`src/design/lsfc_pkg.sv`:
```
`timescale 1ns / 1ps
// ----------------------------------------------------------------------------
// lsfc_pkg - shared types and constants of the LED strip frame chunker
// Command and chunk plan records passed between the front, queue and back.
// ----------------------------------------------------------------------------
package lsfc_pkg;

	// Counts inside one chunk; wide enough for the largest chunk length (64)
	localparam int CNT_W = 7;

	// Header bits [7:5] of every LED word, above the five brightness bits
	localparam logic [2:0] LED_HDR = 3'b111;

	// Stop-word divisor is 64: rounding up adds 63 before the shift
	localparam int STOP_SHIFT = 6;
	localparam logic [17:0] STOP_ROUND = 18'd63;

	typedef struct packed {
		logic [7:0]  red;
		logic [7:0]  green;
		logic [7:0]  blue;
		logic [7:0]  brightness;
		logic [15:0] num_leds;
		logic        following;
	} cmd_t;

	typedef struct packed {
		logic [31:0]      led_word;
		logic             start;
		logic [CNT_W-1:0] leds;
		logic [CNT_W-1:0] stops;
		logic             marker;
		logic             status;
	} plan_t;

endpackage

```
`src/design/led_strip_frame_chunker.sv`:
```
`timescale 1ns / 1ps
// A chunk's first word passes the command register, the plan queue, the emitter's
// plan register and the output register. The emitter sends one word per cycle while the
// receiver is ready and takes the next plan only after the last word of a chunk; the
// planner accepts one command per cycle while the two-entry plan queue has room.
// Reset: arst_n clears handshakes and strip state (start frame due, counters zero);
// no clearing pass, the block can take a command as soon as reset is released.
// ----------------------------------------------------------------------------
// led_strip_frame_chunker - colour commands to chunks of serial LED strip words
// Each command yields a start frame when due, repeated LED words and stop words,
// split across chunks of CHUNK_WORDS words for long strips.
// ----------------------------------------------------------------------------
module led_strip_frame_chunker #(
	parameter int CHUNK_WORDS = 32  // words per chunk, 4 to 64
) (
	input  logic        clk,
	input  logic        arst_n,
	// command stream
	input  logic        s_tvalid,
	output logic        s_tready,
	input  logic [47:0] s_tdata,   // red[7:0], green[15:8], blue[23:16],
	                               // brightness[31:24], num_leds[47:32]
	input  logic        s_tuser,   // following
	// word stream
	output logic        m_tvalid,
	input  logic        m_tready,
	output logic [31:0] m_tdata,   // word
	output logic        m_tlast,   // last word of the chunk
	output logic [1:0]  m_tuser    // word_valid[0], status[1]
);
	import lsfc_pkg::*;

	cmd_t  cmd;
	plan_t plan;
	plan_t q_data;
	logic  push;
	logic  pop;
	logic  q_full;
	logic  q_empty;

	// unpack the command transaction
	always_comb begin
		cmd.red        = s_tdata[7:0];
		cmd.green      = s_tdata[15:8];
		cmd.blue       = s_tdata[23:16];
		cmd.brightness = s_tdata[31:24];
		cmd.num_leds   = s_tdata[47:32];
		cmd.following  = s_tuser;
	end

	// front: holds the command, plans the chunk and owns the strip state
	lsfc_front #(
		.CHUNK_WORDS(CHUNK_WORDS)
	) u_front (
		.clk     (clk),
		.arst_n  (arst_n),
		.s_tvalid(s_tvalid),
		.s_tready(s_tready),
		.cmd     (cmd),
		.q_full  (q_full),
		.push    (push),
		.plan    (plan)
	);

	// short queue so planning and emission stall independently
	lsfc_queue u_queue (
		.clk      (clk),
		.arst_n   (arst_n),
		.push     (push),
		.push_data(plan),
		.full     (q_full),
		.pop      (pop),
		.pop_data (q_data),
		.empty    (q_empty)
	);

	// back: steps through the plan, one word per transaction
	lsfc_back u_back (
		.clk     (clk),
		.arst_n  (arst_n),
		.q_empty (q_empty),
		.q_data  (q_data),
		.pop     (pop),
		.m_tvalid(m_tvalid),
		.m_tready(m_tready),
		.m_tdata (m_tdata),
		.m_tlast (m_tlast),
		.m_tuser (m_tuser)
	);

endmodule

```
`src/design/lsfc_front.sv`:
```
`timescale 1ns / 1ps
// ----------------------------------------------------------------------------
// lsfc_front - command intake and chunk planning
// Holds one command, works out the chunk layout and updates the strip state.
// ----------------------------------------------------------------------------
module lsfc_front #(
	parameter int CHUNK_WORDS = 32
) (
	input  logic                 clk,
	input  logic                 arst_n,
	input  logic                 s_tvalid,
	output logic                 s_tready,
	input  lsfc_pkg::cmd_t       cmd,
	input  logic                 q_full,
	output logic                 push,
	output lsfc_pkg::plan_t      plan
);
	import lsfc_pkg::*;

	localparam logic [CNT_W-1:0] CW_C   = CNT_W'(CHUNK_WORDS);
	localparam logic [CNT_W-1:0] CWM1_C = CNT_W'(CHUNK_WORDS - 1);

	logic        have_q;
	cmd_t        cmd_q;
	logic        sfd_q;
	logic [15:0] sent_q;
	logic [15:0] rem_q;

	logic             idle;
	logic [15:0]      n;
	logic [15:0]      sent_eff;
	logic [CNT_W-1:0] space;
	logic [17:0]      sum;
	logic [11:0]      stops_raw;
	logic [CNT_W-1:0] stops_cap;
	logic [16:0]      need;
	logic             fit;
	logic [15:0]      nm1;
	logic [CNT_W-1:0] chunk;
	logic [CNT_W-1:0] stops;
	logic [15:0]      rem_next;
	logic [16:0]      sent_sum;
	logic [15:0]      sent_next;
	logic             sfd_next;

	assign push     = have_q && !q_full;
	assign s_tready = !have_q || push;

	always_comb begin
		idle      = (cmd_q.num_leds == 16'd0) && !sfd_q && !cmd_q.following;
		n         = (rem_q != 16'd0) ? rem_q : cmd_q.num_leds;
		sent_eff  = sfd_q ? 16'd0 : sent_q;
		space     = sfd_q ? CW_C - CNT_W'(1) : CW_C;
		sum       = 18'(n) + 18'(sent_eff) + STOP_ROUND;
		stops_raw = sum[17:STOP_SHIFT];
		if (cmd_q.following) begin
			stops_cap = '0;
		end else if (stops_raw > 12'(CWM1_C)) begin
			stops_cap = CWM1_C;
		end else begin
			stops_cap = stops_raw[CNT_W-1:0];
		end
		need = 17'(n) + 17'(stops_cap);
		fit  = need <= 17'(space);
		nm1  = (n == 16'd0) ? 16'd0 : n - 16'd1;
		if (fit) begin
			chunk = n[CNT_W-1:0];
			stops = stops_cap;
		end else begin
			chunk = (nm1 > 16'(space)) ? space : nm1[CNT_W-1:0];
			stops = '0;
		end
		rem_next  = n - 16'(chunk);
		sent_sum  = 17'(sent_eff) + 17'(chunk);
		sent_next = sent_sum[16] ? 16'hFFFF : sent_sum[15:0];
		sfd_next  = (rem_next == 16'd0) && !cmd_q.following;

		plan.led_word = {cmd_q.red, cmd_q.green, cmd_q.blue, LED_HDR,
		                 cmd_q.brightness[7:3]};
		if (idle) begin
			plan.start  = 1'b0;
			plan.leds   = '0;
			plan.stops  = '0;
			plan.marker = 1'b1;
			plan.status = 1'b0;
		end else begin
			plan.start  = sfd_q;
			plan.leds   = chunk;
			plan.stops  = stops;
			plan.marker = !sfd_q && (chunk == '0) && (stops == '0);
			plan.status = rem_next != 16'd0;
		end
	end

	always_ff @(posedge clk or negedge arst_n) begin
		if (!arst_n) begin
			have_q <= 1'b0;
			sfd_q  <= 1'b1;
			sent_q <= '0;
			rem_q  <= '0;
		end else begin
			if (s_tvalid && s_tready) begin
				have_q <= 1'b1;
			end else if (push) begin
				have_q <= 1'b0;
			end
			if (push && !idle) begin
				sfd_q  <= sfd_next;
				sent_q <= sent_next;
				rem_q  <= rem_next;
			end
		end
	end

	always_ff @(posedge clk) begin
		if (s_tvalid && s_tready) begin
			cmd_q <= cmd;
		end
	end

	// a pending remainder never comes with a start frame due
	a_rem_no_start: assert property (@(posedge clk) disable iff (!arst_n)
		(rem_q != 16'd0) |-> !sfd_q)
		else $error("start frame due while LEDs remain");

	// a planned chunk never exceeds the chunk length
	a_chunk_fits: assert property (@(posedge clk) disable iff (!arst_n)
		push |-> ((8'(plan.leds) + 8'(plan.stops) + 8'(plan.start)) <= 8'(CHUNK_WORDS)))
		else $error("chunk plan longer than chunk");

endmodule

```
`src/design/lsfc_queue.sv`:
```
`timescale 1ns / 1ps
// ----------------------------------------------------------------------------
// lsfc_queue - two-entry plan queue
// Decouples chunk planning from word emission.
// ----------------------------------------------------------------------------
module lsfc_queue (
	input  logic             clk,
	input  logic             arst_n,
	input  logic             push,
	input  lsfc_pkg::plan_t  push_data,
	output logic             full,
	input  logic             pop,
	output lsfc_pkg::plan_t  pop_data,
	output logic             empty
);
	import lsfc_pkg::*;

	plan_t      mem_q [2];
	logic       wr_q;
	logic       rd_q;
	logic [1:0] cnt_q;

	assign full     = cnt_q == 2'd2;
	assign empty    = cnt_q == 2'd0;
	assign pop_data = mem_q[rd_q];

	always_ff @(posedge clk or negedge arst_n) begin
		if (!arst_n) begin
			wr_q  <= 1'b0;
			rd_q  <= 1'b0;
			cnt_q <= '0;
		end else begin
			if (push) begin
				wr_q <= !wr_q;
			end
			if (pop) begin
				rd_q <= !rd_q;
			end
			cnt_q <= cnt_q + 2'(push) - 2'(pop);
		end
	end

	always_ff @(posedge clk) begin
		if (push) begin
			mem_q[wr_q] <= push_data;
		end
	end

	a_no_overrun: assert property (@(posedge clk) disable iff (!arst_n)
		!(push && full) && !(pop && empty) && (cnt_q != 2'd3))
		else $error("plan queue overrun or underrun");

endmodule

```
`src/design/lsfc_back.sv`:
```
`timescale 1ns / 1ps
// ----------------------------------------------------------------------------
// lsfc_back - word emitter
// Walks a chunk plan and sends one word per transaction through an output register.
// ----------------------------------------------------------------------------
module lsfc_back (
	input  logic             clk,
	input  logic             arst_n,
	input  logic             q_empty,
	input  lsfc_pkg::plan_t  q_data,
	output logic             pop,
	output logic             m_tvalid,
	input  logic             m_tready,
	output logic [31:0]      m_tdata,
	output logic             m_tlast,
	output logic [1:0]       m_tuser
);
	import lsfc_pkg::*;

	logic             busy_q;
	logic             start_q;
	logic [CNT_W-1:0] leds_q;
	logic [CNT_W-1:0] stops_q;
	logic             marker_q;
	logic             status_q;
	logic [31:0]      led_word_q;

	logic        out_valid_q;
	logic [31:0] out_word_q;
	logic        out_last_q;
	logic        out_wv_q;
	logic        out_status_q;

	logic        advance;
	logic [31:0] nx_word;
	logic        nx_wv;
	logic        nx_last;

	assign advance = !out_valid_q || m_tready;
	assign pop     = !busy_q && !q_empty;

	always_comb begin
		nx_word = '0;
		nx_wv   = 1'b1;
		nx_last = 1'b0;
		if (marker_q) begin
			nx_wv   = 1'b0;
			nx_last = 1'b1;
		end else if (start_q) begin
			nx_last = (leds_q == '0) && (stops_q == '0);
		end else if (leds_q != '0) begin
			nx_word = led_word_q;
			nx_last = (leds_q == CNT_W'(1)) && (stops_q == '0);
		end else begin
			nx_last = stops_q == CNT_W'(1);
		end
	end

	always_ff @(posedge clk or negedge arst_n) begin
		if (!arst_n) begin
			busy_q      <= 1'b0;
			out_valid_q <= 1'b0;
		end else begin
			if (pop) begin
				busy_q <= 1'b1;
			end else if (busy_q && advance && nx_last) begin
				busy_q <= 1'b0;
			end
			if (advance) begin
				out_valid_q <= busy_q;
			end
		end
	end

	always_ff @(posedge clk) begin
		if (pop) begin
			start_q    <= q_data.start;
			leds_q     <= q_data.leds;
			stops_q    <= q_data.stops;
			marker_q   <= q_data.marker;
			status_q   <= q_data.status;
			led_word_q <= q_data.led_word;
		end else if (busy_q && advance) begin
			if (start_q) begin
				start_q <= 1'b0;
			end else if (leds_q != '0) begin
				leds_q <= leds_q - CNT_W'(1);
			end else if (stops_q != '0) begin
				stops_q <= stops_q - CNT_W'(1);
			end
		end
		if (advance && busy_q) begin
			out_word_q   <= nx_word;
			out_wv_q     <= nx_wv;
			out_last_q   <= nx_last;
			out_status_q <= nx_last && status_q;
		end
	end

	assign m_tvalid = out_valid_q;
	assign m_tdata  = out_word_q;
	assign m_tlast  = out_last_q;
	assign m_tuser  = {out_status_q, out_wv_q};

	// a live non-marker plan always has a word left to send
	a_plan_live: assert property (@(posedge clk) disable iff (!arst_n)
		(busy_q && !marker_q) |-> (start_q || (leds_q != '0) || (stops_q != '0)))
		else $error("empty plan left live");

	// the empty-chunk marker is always the last transaction of its chunk
	a_marker_last: assert property (@(posedge clk) disable iff (!arst_n)
		(out_valid_q && !out_wv_q) |-> out_last_q)
		else $error("marker not flagged last");

endmodule

```
`config.mk`:
```
export PLATFORM = sky130hd
export DESIGN_NAME = led_strip_frame_chunker
export DESIGN_NICKNAME = d
export VERILOG_FILES = /design/src/design/lsfc_pkg.sv /design/src/design/led_strip_frame_chunker.sv /design/src/design/lsfc_front.sv /design/src/design/lsfc_queue.sv /design/src/design/lsfc_back.sv
export SDC_FILE = /design/constraint.sdc
export NUM_CORES = 1
export LEC_CHECK = 0
export BUFFER_PORTS_ARGS = -buffer_cell sky130_fd_sc_hd__buf_4
export CAP_MARGIN = 10
export CORE_AREA = 2 2 177 179
export CTS_CLUSTER_DIAMETER = 40
export DETAILED_ROUTE_END_ITERATION = 8
export DIE_AREA = 0 0 179 181
export HOLD_SLACK_MARGIN = 0.1
export PLACE_DENSITY_LB_ADDON = 0.05
export SLEW_MARGIN = 20
export SYNTH_ARGS = -nofsm -noshare
export SYNTH_HDL_FRONTEND = slang
export SYNTH_SLANG_ARGS = --single-unit
```
`constraint.sdc`:
```
create_clock -name clk -period 12.41 [get_ports clk]
set_input_delay 1.8615 -clock clk [delete_from_list [all_inputs] [get_ports clk]]
set_output_delay 1.8615 -clock clk [all_outputs]
set_load 0.02 [all_outputs]
```
==> results.md, run 1 <==
- Status: finished clean
- Xor and xnor area share after synthesis: 3.30%
- Port bufs: 86
- Synth Warn #: 0
- Mux cell area share after synthesis: 3.81%
- Clock buffer depth: 3
- Chip width: approximately 180 um
- CP required: 12.84 ns
- Global-route usage over all layers: 20.3%
- Max cap viols: 0
- Pwr dens: 290 mW/mm2
- Initial Util: 44.5%
- Post-synthesis simple-gate area fraction: 15.2%
- Cell variety after synth: approximately 100
- Core ar.: 0.0303 mm2
- Skew-Pair Late Insertion Delay: approximately 0.52 ns
- RSZ-0062 raised after global routing: no
- Mapped Cells: 1159
- Total gr overflow: 0
- First-pass GRT wire length: a little over 50000 um
- DR vias: 9342
- Pre-antenna DRT Iters: 6
- Post-synth ARST share: 15.6%
- Io pins: 90
- Initial antenna violation count: 0
- CTS tree: done
- Fin util: 53.1%
- Drt total wl: between 30000 and 40000 um
- Startpoint Class: flop
- Actual slew at the worst max-slew pin: 0.872 ns
- Synth Area per Inst: between 10 and 15 um2
- Antenna diodes: 0
- CP max FO: 14
- DR iter-0 viols: 703
- Seq/Total Area, Yosys: between 50% and 60%
- H-tree Lvls: 2
- Post-synthesis compound-gate area fraction: 13.0%
- Area growth, synth to finish: 19.4%
- Peak Freq: 87.6 MHz
- Number of flops mapped to enable cells by yosys: 217
- Root buf cell: clkbuf_16
- DR WL/cell: 18.8 um
- Leakage power total: between 6 and 7 nW
- Remaining DRCs: 0
- Placed cells: around 1600
- Post-synth top area share: about half
- CP Class: reg -> reg
- Peak VDD IR: 0.165 mV
- FILL cells: between 2000 and 3000
- Largest family of logic cells by synthesized area: simple AND/OR/NAND/NOR gates
- DPL Wire Length: roughly 23000 um
- Final Hold Viols: 0
- Fin crit period: 11.42 ns
- Setup TNS: 0 ns
- Num CTS Buffers: 37
- Vias in the first global route: between 9000 and 10000
- Setup Viol. Count Final: 0
- Synth area leaders: edfxtp_1 48%, dfrtp_1 7.2%, ha_1 4.7%
- Post-synthesis cell type with the largest combined area: edfxtp_1
- Final Max Slew Viols: 0
- Final std cells w/o fill: 1716
- Worst path max stage delay: 0.62 ns
- Rows: between 60 and 70
- Synth Flop Type: edfxtp_1
- Critical Path Sink Type: flop
- Fin Clk Skew: 0.0140 ns
- Layout cell share with drive strength beyond 1: 21.4%
- CTS Hold Bufs: 0
- Gpl congestion: 0.931
- Clk sinks: 257
- Clock slew at reported path FFs: 0.05 ns
- Final #Nets: 1401
- Largest net degree at the start of global routing: 53
- Vias per cell: between 5 and 6
- Worst path slowest cell: or4_4
- Critical Path AT: 11.85 ns
- Synth Area in Adders: 5.55%
- Seq cells post-synth: 257
- Hold Crit Class: reg -> reg
- Slew margin rel.: 41.7%
- Cell Area, Synth: approximately 0.014 mm2
- Die height: 181 um
- Post-detailed-route count of antenna-violating nets: 0
- Full die area: 0.0324 mm2
- Period utilization: 92.0%
- Critical path's most frequent cell: a21oi_1
## timing repair
action	4_1_cts	5_1_grt
buffers inserted	0	2
gates resized for setup	0	2
setup endpoints to repair	0	19
## power by group
group / switching [mW] / internal (mW) / total [mW]
Combinational: 1.32 / 0.890 / 2.21
Sequential: 0.138 / 1.31 / 1.45
Clock: 0.396 / 0.625 / 1.02
## critical path: cells and delay by family, from the launching register on
| kind | cells | cell delay, ns |
|---|---|---|
| buf+inv | 10 | 1.09 |
| flops | 1 | 0.45 |
| mux | 2 | 0.42 |
| compound gates | 21 | 3.88 |
| fa+ha+maj | 6 | 1.58 |
| simple gates | 19 | 3.89 |
## cell usage after synthesis (6+ instances only)
| library cell | instances |
|---|---|
| o21a_1 | 7 |
| or3_1 | 7 |
| a31oi_1 | 11 |
| ha_1 | 51 |
| nor3_1 | 22 |
| o22a_1 | 13 |
| nand2_1 | 83 |
| inv_1 | 66 |
| nor4_1 | 14 |
| mux2i_1 | 12 |
| nor2b_1 | 32 |
| a21oi_1 | 73 |
| and2_1 | 35 |
| o21ai_0 | 48 |
| xor2_1 | 13 |
| edfxtp_1 | 217 |
| a211oi_1 | 14 |
| nor2_1 | 81 |
| xnor2_1 | 36 |
| nand2b_1 | 10 |
| and3_1 | 10 |
| a21o_1 | 12 |
| mux2_2 | 32 |
| buf_4 | 6 |
| clkbuf_1 | 31 |
| nand3_1 | 29 |
| nand4_1 | 13 |
| dfrtp_1 | 39 |
## metal layers
| layer | GRT usage (%) | share of wire (%) | vias up |
|---|---|---|---|
| met1 | 28.0 | 46 | 4426 |
| li1 | - | - | 4601 |
| met5 | 0 | 0 | - |
| met4 | 7.58 | 3.6 | 0 |
| met3 | 3.14 | 4.5 | 68 |
| met2 | 32.1 | 46 | 247 |
## per-stage QoR
stage	setup slack (ns)	hold slack (ns)	cell area, um2	power [mW]
3_5_place_dp	0.825	0.430	14900	3.66
4_1_cts	0.726	0.444	16100	4.70
5_1_grt	0.0612	0.452	16100	5.02
6_report	0.989	0.443	16100	4.68
3_3_place_gp	0.864	0.422	14900	3.64
2_1_floorplan	2.15	0.421	13500	3.03
## path summary, 6_finish.rpt
check / start / endpoint / slack (ns) / depth (start not counted)
setup / recovery: u_front.rem_q[2] / u_front.sent_q[8] / 0.99 / 58
hold / removal: u_front.plan[38] / u_queue.mem_q[0][35] / 0.44 / 0
setup reg to reg: u_front.rem_q[2] / u_front.sent_q[8] / 0.99 / 58
hold reg to reg: u_front.plan[38] / u_queue.mem_q[0][35] / 0.44 / 0
max in group asynchronous: arst_n / u_queue.rd_q / 10.60 / 1
min in group asynchronous: arst_n / u_front.sent_q[13] / 1.35 / 1
## cells in the final DEF (no fill, tap or decap), types with 14 or more instances in the layout
cell | Yosys | routed
nand2_1 | 83 | 83
o21ai_0 | 48 | 48
xnor2_1 | 36 | 36
nor2b_1 | 32 | 32
clkbuf_16 | 0 | 38
a211oi_1 | 14 | 14
buf_4 | 6 | 135
a21oi_1 | 73 | 73
dfrtp_1 | 39 | 38
ha_1 | 51 | 51
inv_1 | 66 | 66
nand3_1 | 29 | 29
edfxtp_1 | 217 | 217
mux2_2 | 32 | 32
and2_1 | 35 | 34
nor2_1 | 81 | 79
nor3_1 | 22 | 21
## kinds of logic (layout without fill, tap and decap cells)
logic type               Yosys count  after routing
other                              1              5
buffers and inverters            114            271
AO/OA/AOI/OAI                    253            253
multiplexers                      47             47
AND/OR/NAND/NOR                  379            379
flip-flops                       257            257
adder cells (fa/ha/maj)           58             58
XOR/XNOR                          50             50
## registers in the layout, indices dropped and copies added, names as in the netlist, 2 cells and up
signal             cells
u_back.led_word_q     29
u_back.leds_q          7
u_back.m_tdata        30
u_back.stops_q         7
u_front.cmd_q         17
u_front.plan          29
u_front.rem_q         16
u_front.sent_q        16
u_queue.cnt_q          2
u_queue.mem_q         92
## layout make-up
cell class / instances / area [um2] / area share (%)
Tap cell: 396 / 495 / 3.07
Clock inverter: 22 / 225 / 1.40
Multi-Input combinational cell: 792 / 5590 / 34.6
Inverter: 68 / 255 / 1.58
Timing Repair Buffer: 137 / 1050 / 6.53
Sequential cell: 257 / 7520 / 46.6
Clock buffer: 44 / 993 / 6.16
Power figures use the tool's default switching activity.
==> run 2: changes to the inputs <==
- ABC_AREA: default -> 1
- CORE_AREA: 2 2 177 179 -> 2 2 175 177
- DIE_AREA: 0 0 179 181 -> 0 0 177 179
- REMOVE_ABC_BUFFERS: default -> 1
==> results.md, run 2 <==
- Status: finished clean
- Actual slew at the worst max-slew pin: 1.05 ns
- Seq/Total Area, Yosys: 57.0%
- CTS Hold Bufs: 0
- Peak Freq: 94.7 MHz
- Hold Crit Class: reg -> reg
- Post-synth top area share: about half
- Synth Flop Type: edfxtp_1
- Synth Warn #: 0
- Layout cell share with drive strength beyond 1: between 10% and 20%
- Drt total wl: 29700 um
- Post-synthesis cell type with the largest combined area: edfxtp_1
- H-tree Lvls: 2
- Register with the most flip-flops: u_queue.mem_q
- Skew-Pair Late Insertion Delay: ~0.53 ns
- Peak VDD IR: 0.123 mV
- DR iter-0 viols: 641
- Post-synth ARST share: 15.6%
- Startpoint Class: flop
- Critical Path Sink Type: flop
- Setup Buffers After CTS: 0
- Most frequent cells in the layout: 309 x nand2_1, 217 x edfxtp_1, 182 x inv_1
- Final Hold Viols: 0
- Period utilization: 85.1%
- Count leader, synth: nand2_1
- Slew margin rel.: between 20% and 30%
- Gpl congestion: 0.857
- Clock slew at reported path FFs: approximately 0.060 ns
- Final Hold Slack: 0.440 ns
- Max cap viols: 0
- CP required: roughly 13 ns
- Fin crit period: 10.56 ns
- Cell variety after synth: between 50 and 60
- Worst path max stage delay: between 0.5 and 0.6 ns
- RSZ-0062 raised after global routing: no
- M1 GR Usage: 25.3%
- Critical path's most frequent cell: nand2_1
- Initial Util: between 40% and 50%
- Clk sinks: roughly 260
- Setup TNS: 0 ns
- Largest net degree at the start of global routing: 58
- GR Util met2: between 30% and 40%
- Num CTS Buffers: 39
- Setup Viol. Count Final: 0
- FILL cells: 2732
- Synth Area per Inst: 9.67 um2
- Leakage power total: 6.95 nW
- FF-to-FF setup slack: ~1.8 ns
- CP max FO: 19
- Die height: 179 um
- DR vias: around 9500
- Mapped Cells: 1364
- CP Class: reg -> reg
- CTS tree: done
- Area growth, synth to finish: 18.0%
- Vias in the first global route: 9136
- Commonest non-fill, non-tap cell in the layout: nand2_1
- First-pass GRT wire length: between 40000 and 50000 um
- Worst path slowest cell: a21oi_1
- Busiest grt layer: met2
- Full die area: 0.0317 mm2
- Initial antenna violation count: 0
- Global-route usage over all layers: 19.1%
- Most frequent cells after synthesis: 309 x nand2_1, 217 x edfxtp_1, 183 x inv_1, 162 x nor2_1, 63 x nand3_1
- Max reg flops: 92
- Final Max Slew Viols: 0
- Total gr overflow: 0
- Pre-antenna DRT Iters: 6
- Root buf cell: clkbuf_16
- Antenna diodes: 0
- Post-detailed-route count of antenna-violating nets: 0
- Chip width: ~180 um
- Seq cells post-synth: 257
- Final #Nets: 1585
- Core ar.: 0.0300 mm2
- Fin Clk Skew: approximately 0.025 ns
- Io pins: 90
- Vias per cell: 4.99
- Critical Path AT: 10.97 ns
- Pwr dens: between 200 and 300 mW/mm2
- Cell Area, Synth: 0.0132 mm2
- Post-CTS Resized: 0
- DPL Wire Length: 20800 um
- Rows: 64
- Remaining DRCs: 0
- DR WL/cell: 15.6 um
- Clock buffer depth: 3
- Port bufs: 86
- Met3 usage in global routing: 3.12%
- Number of flops mapped to enable cells by yosys: 217
- Synth area leaders: edfxtp_1 49%, nand2_1 8.8%, dfrtp_1 7.4%
## run 2: cell types whose count changed after synthesis, sizes merged, moves of 12 or more
cell / change
a21oi: -30
mux2i: -12
xor2: +13
nor2: +90
o22a: -13
mux2: -35
nand3: +46
nand2: +250
a211oi: -14
nor2b: -32
clkbuf: -13
inv: +120
xnor2: -27
and2: -32
## run 2: per-stage QoR
stage	setup slack, ns	power (mW)	instances	util [%]	cell area, um2
after detailed placement	2.01	3.36	1832	47.7	14300
after global routing	0.971	4.73	1903	51.8	15600
after global placement	2.03	3.33	1832	47.7	14300
after floorplan	3.50	2.83	1340	-	13100
final	1.85	4.37	1903	51.8	15600
after CTS	1.96	4.41	1903	51.8	15600
## run 2: cells by family (layout without fill, tap and decap cells)
kind of cell	Yosys count	after routing	synth area share, %
compound gates	150	150	6.80
xor+xnor	36	36	2.39
fa+ha+maj	55	55	5.45
buf+inv	218	357	6.33
flops	257	257	57.0
other cells	1	5	0.0284
simple gates	647	647	22.0
## run 2: worst paths after layout
path / startpoint / end / cells past startpoint
setup / recovery: u_front.rem_q[14] / u_front.sent_q[5] / 59
hold / removal: u_front.plan[34] / u_queue.mem_q[0][31] / 0
setup reg to reg: u_front.rem_q[14] / u_front.sent_q[5] / 59
hold reg to reg: u_front.plan[34] / u_queue.mem_q[0][31] / 0
max in group asynchronous: arst_n / u_queue.cnt_q[0] / 1
min in group asynchronous: arst_n / u_front.sent_q[10] / 1
## run 2: layout make-up
class	instances	area, um2	share of cell area (%)
repair buffers	96	721	4.63
well taps	396	495	3.18
clock buffers	45	1010	6.48
flip-flops and latches	257	7520	48.3
inverters	190	713	4.58
clock inverters	26	218	1.40
multi-input cells	893	4880	31.4
## run 2: critical path: cells and delay by family (launching register included)
kind	cells	cell delay, ns
AOI/OAI and AO/OA	12	3.00
and+or+nand+nor	34	4.37
adders and majority gates	6	1.62
buffers and inverters	7	1.05
DFF	1	0.39
## run 2: routing by layer
layer  wire length [um]  up-vias
met5                  0        -
met4                758        0
met3               1320       51
met2              14000      202
met1              13600     4437
li1                   -     4812
## run 2: power breakdown
| group | leakage [nW] | total (mW) | switching [mW] | internal (mW) |
|---|---|---|---|---|
| Sequential | 2.52 | 1.42 | 0.0985 | 1.32 |
| Combinational | 3.84 | 1.92 | 1.30 | 0.624 |
| Clock | 0.594 | 1.02 | 0.392 | 0.629 |
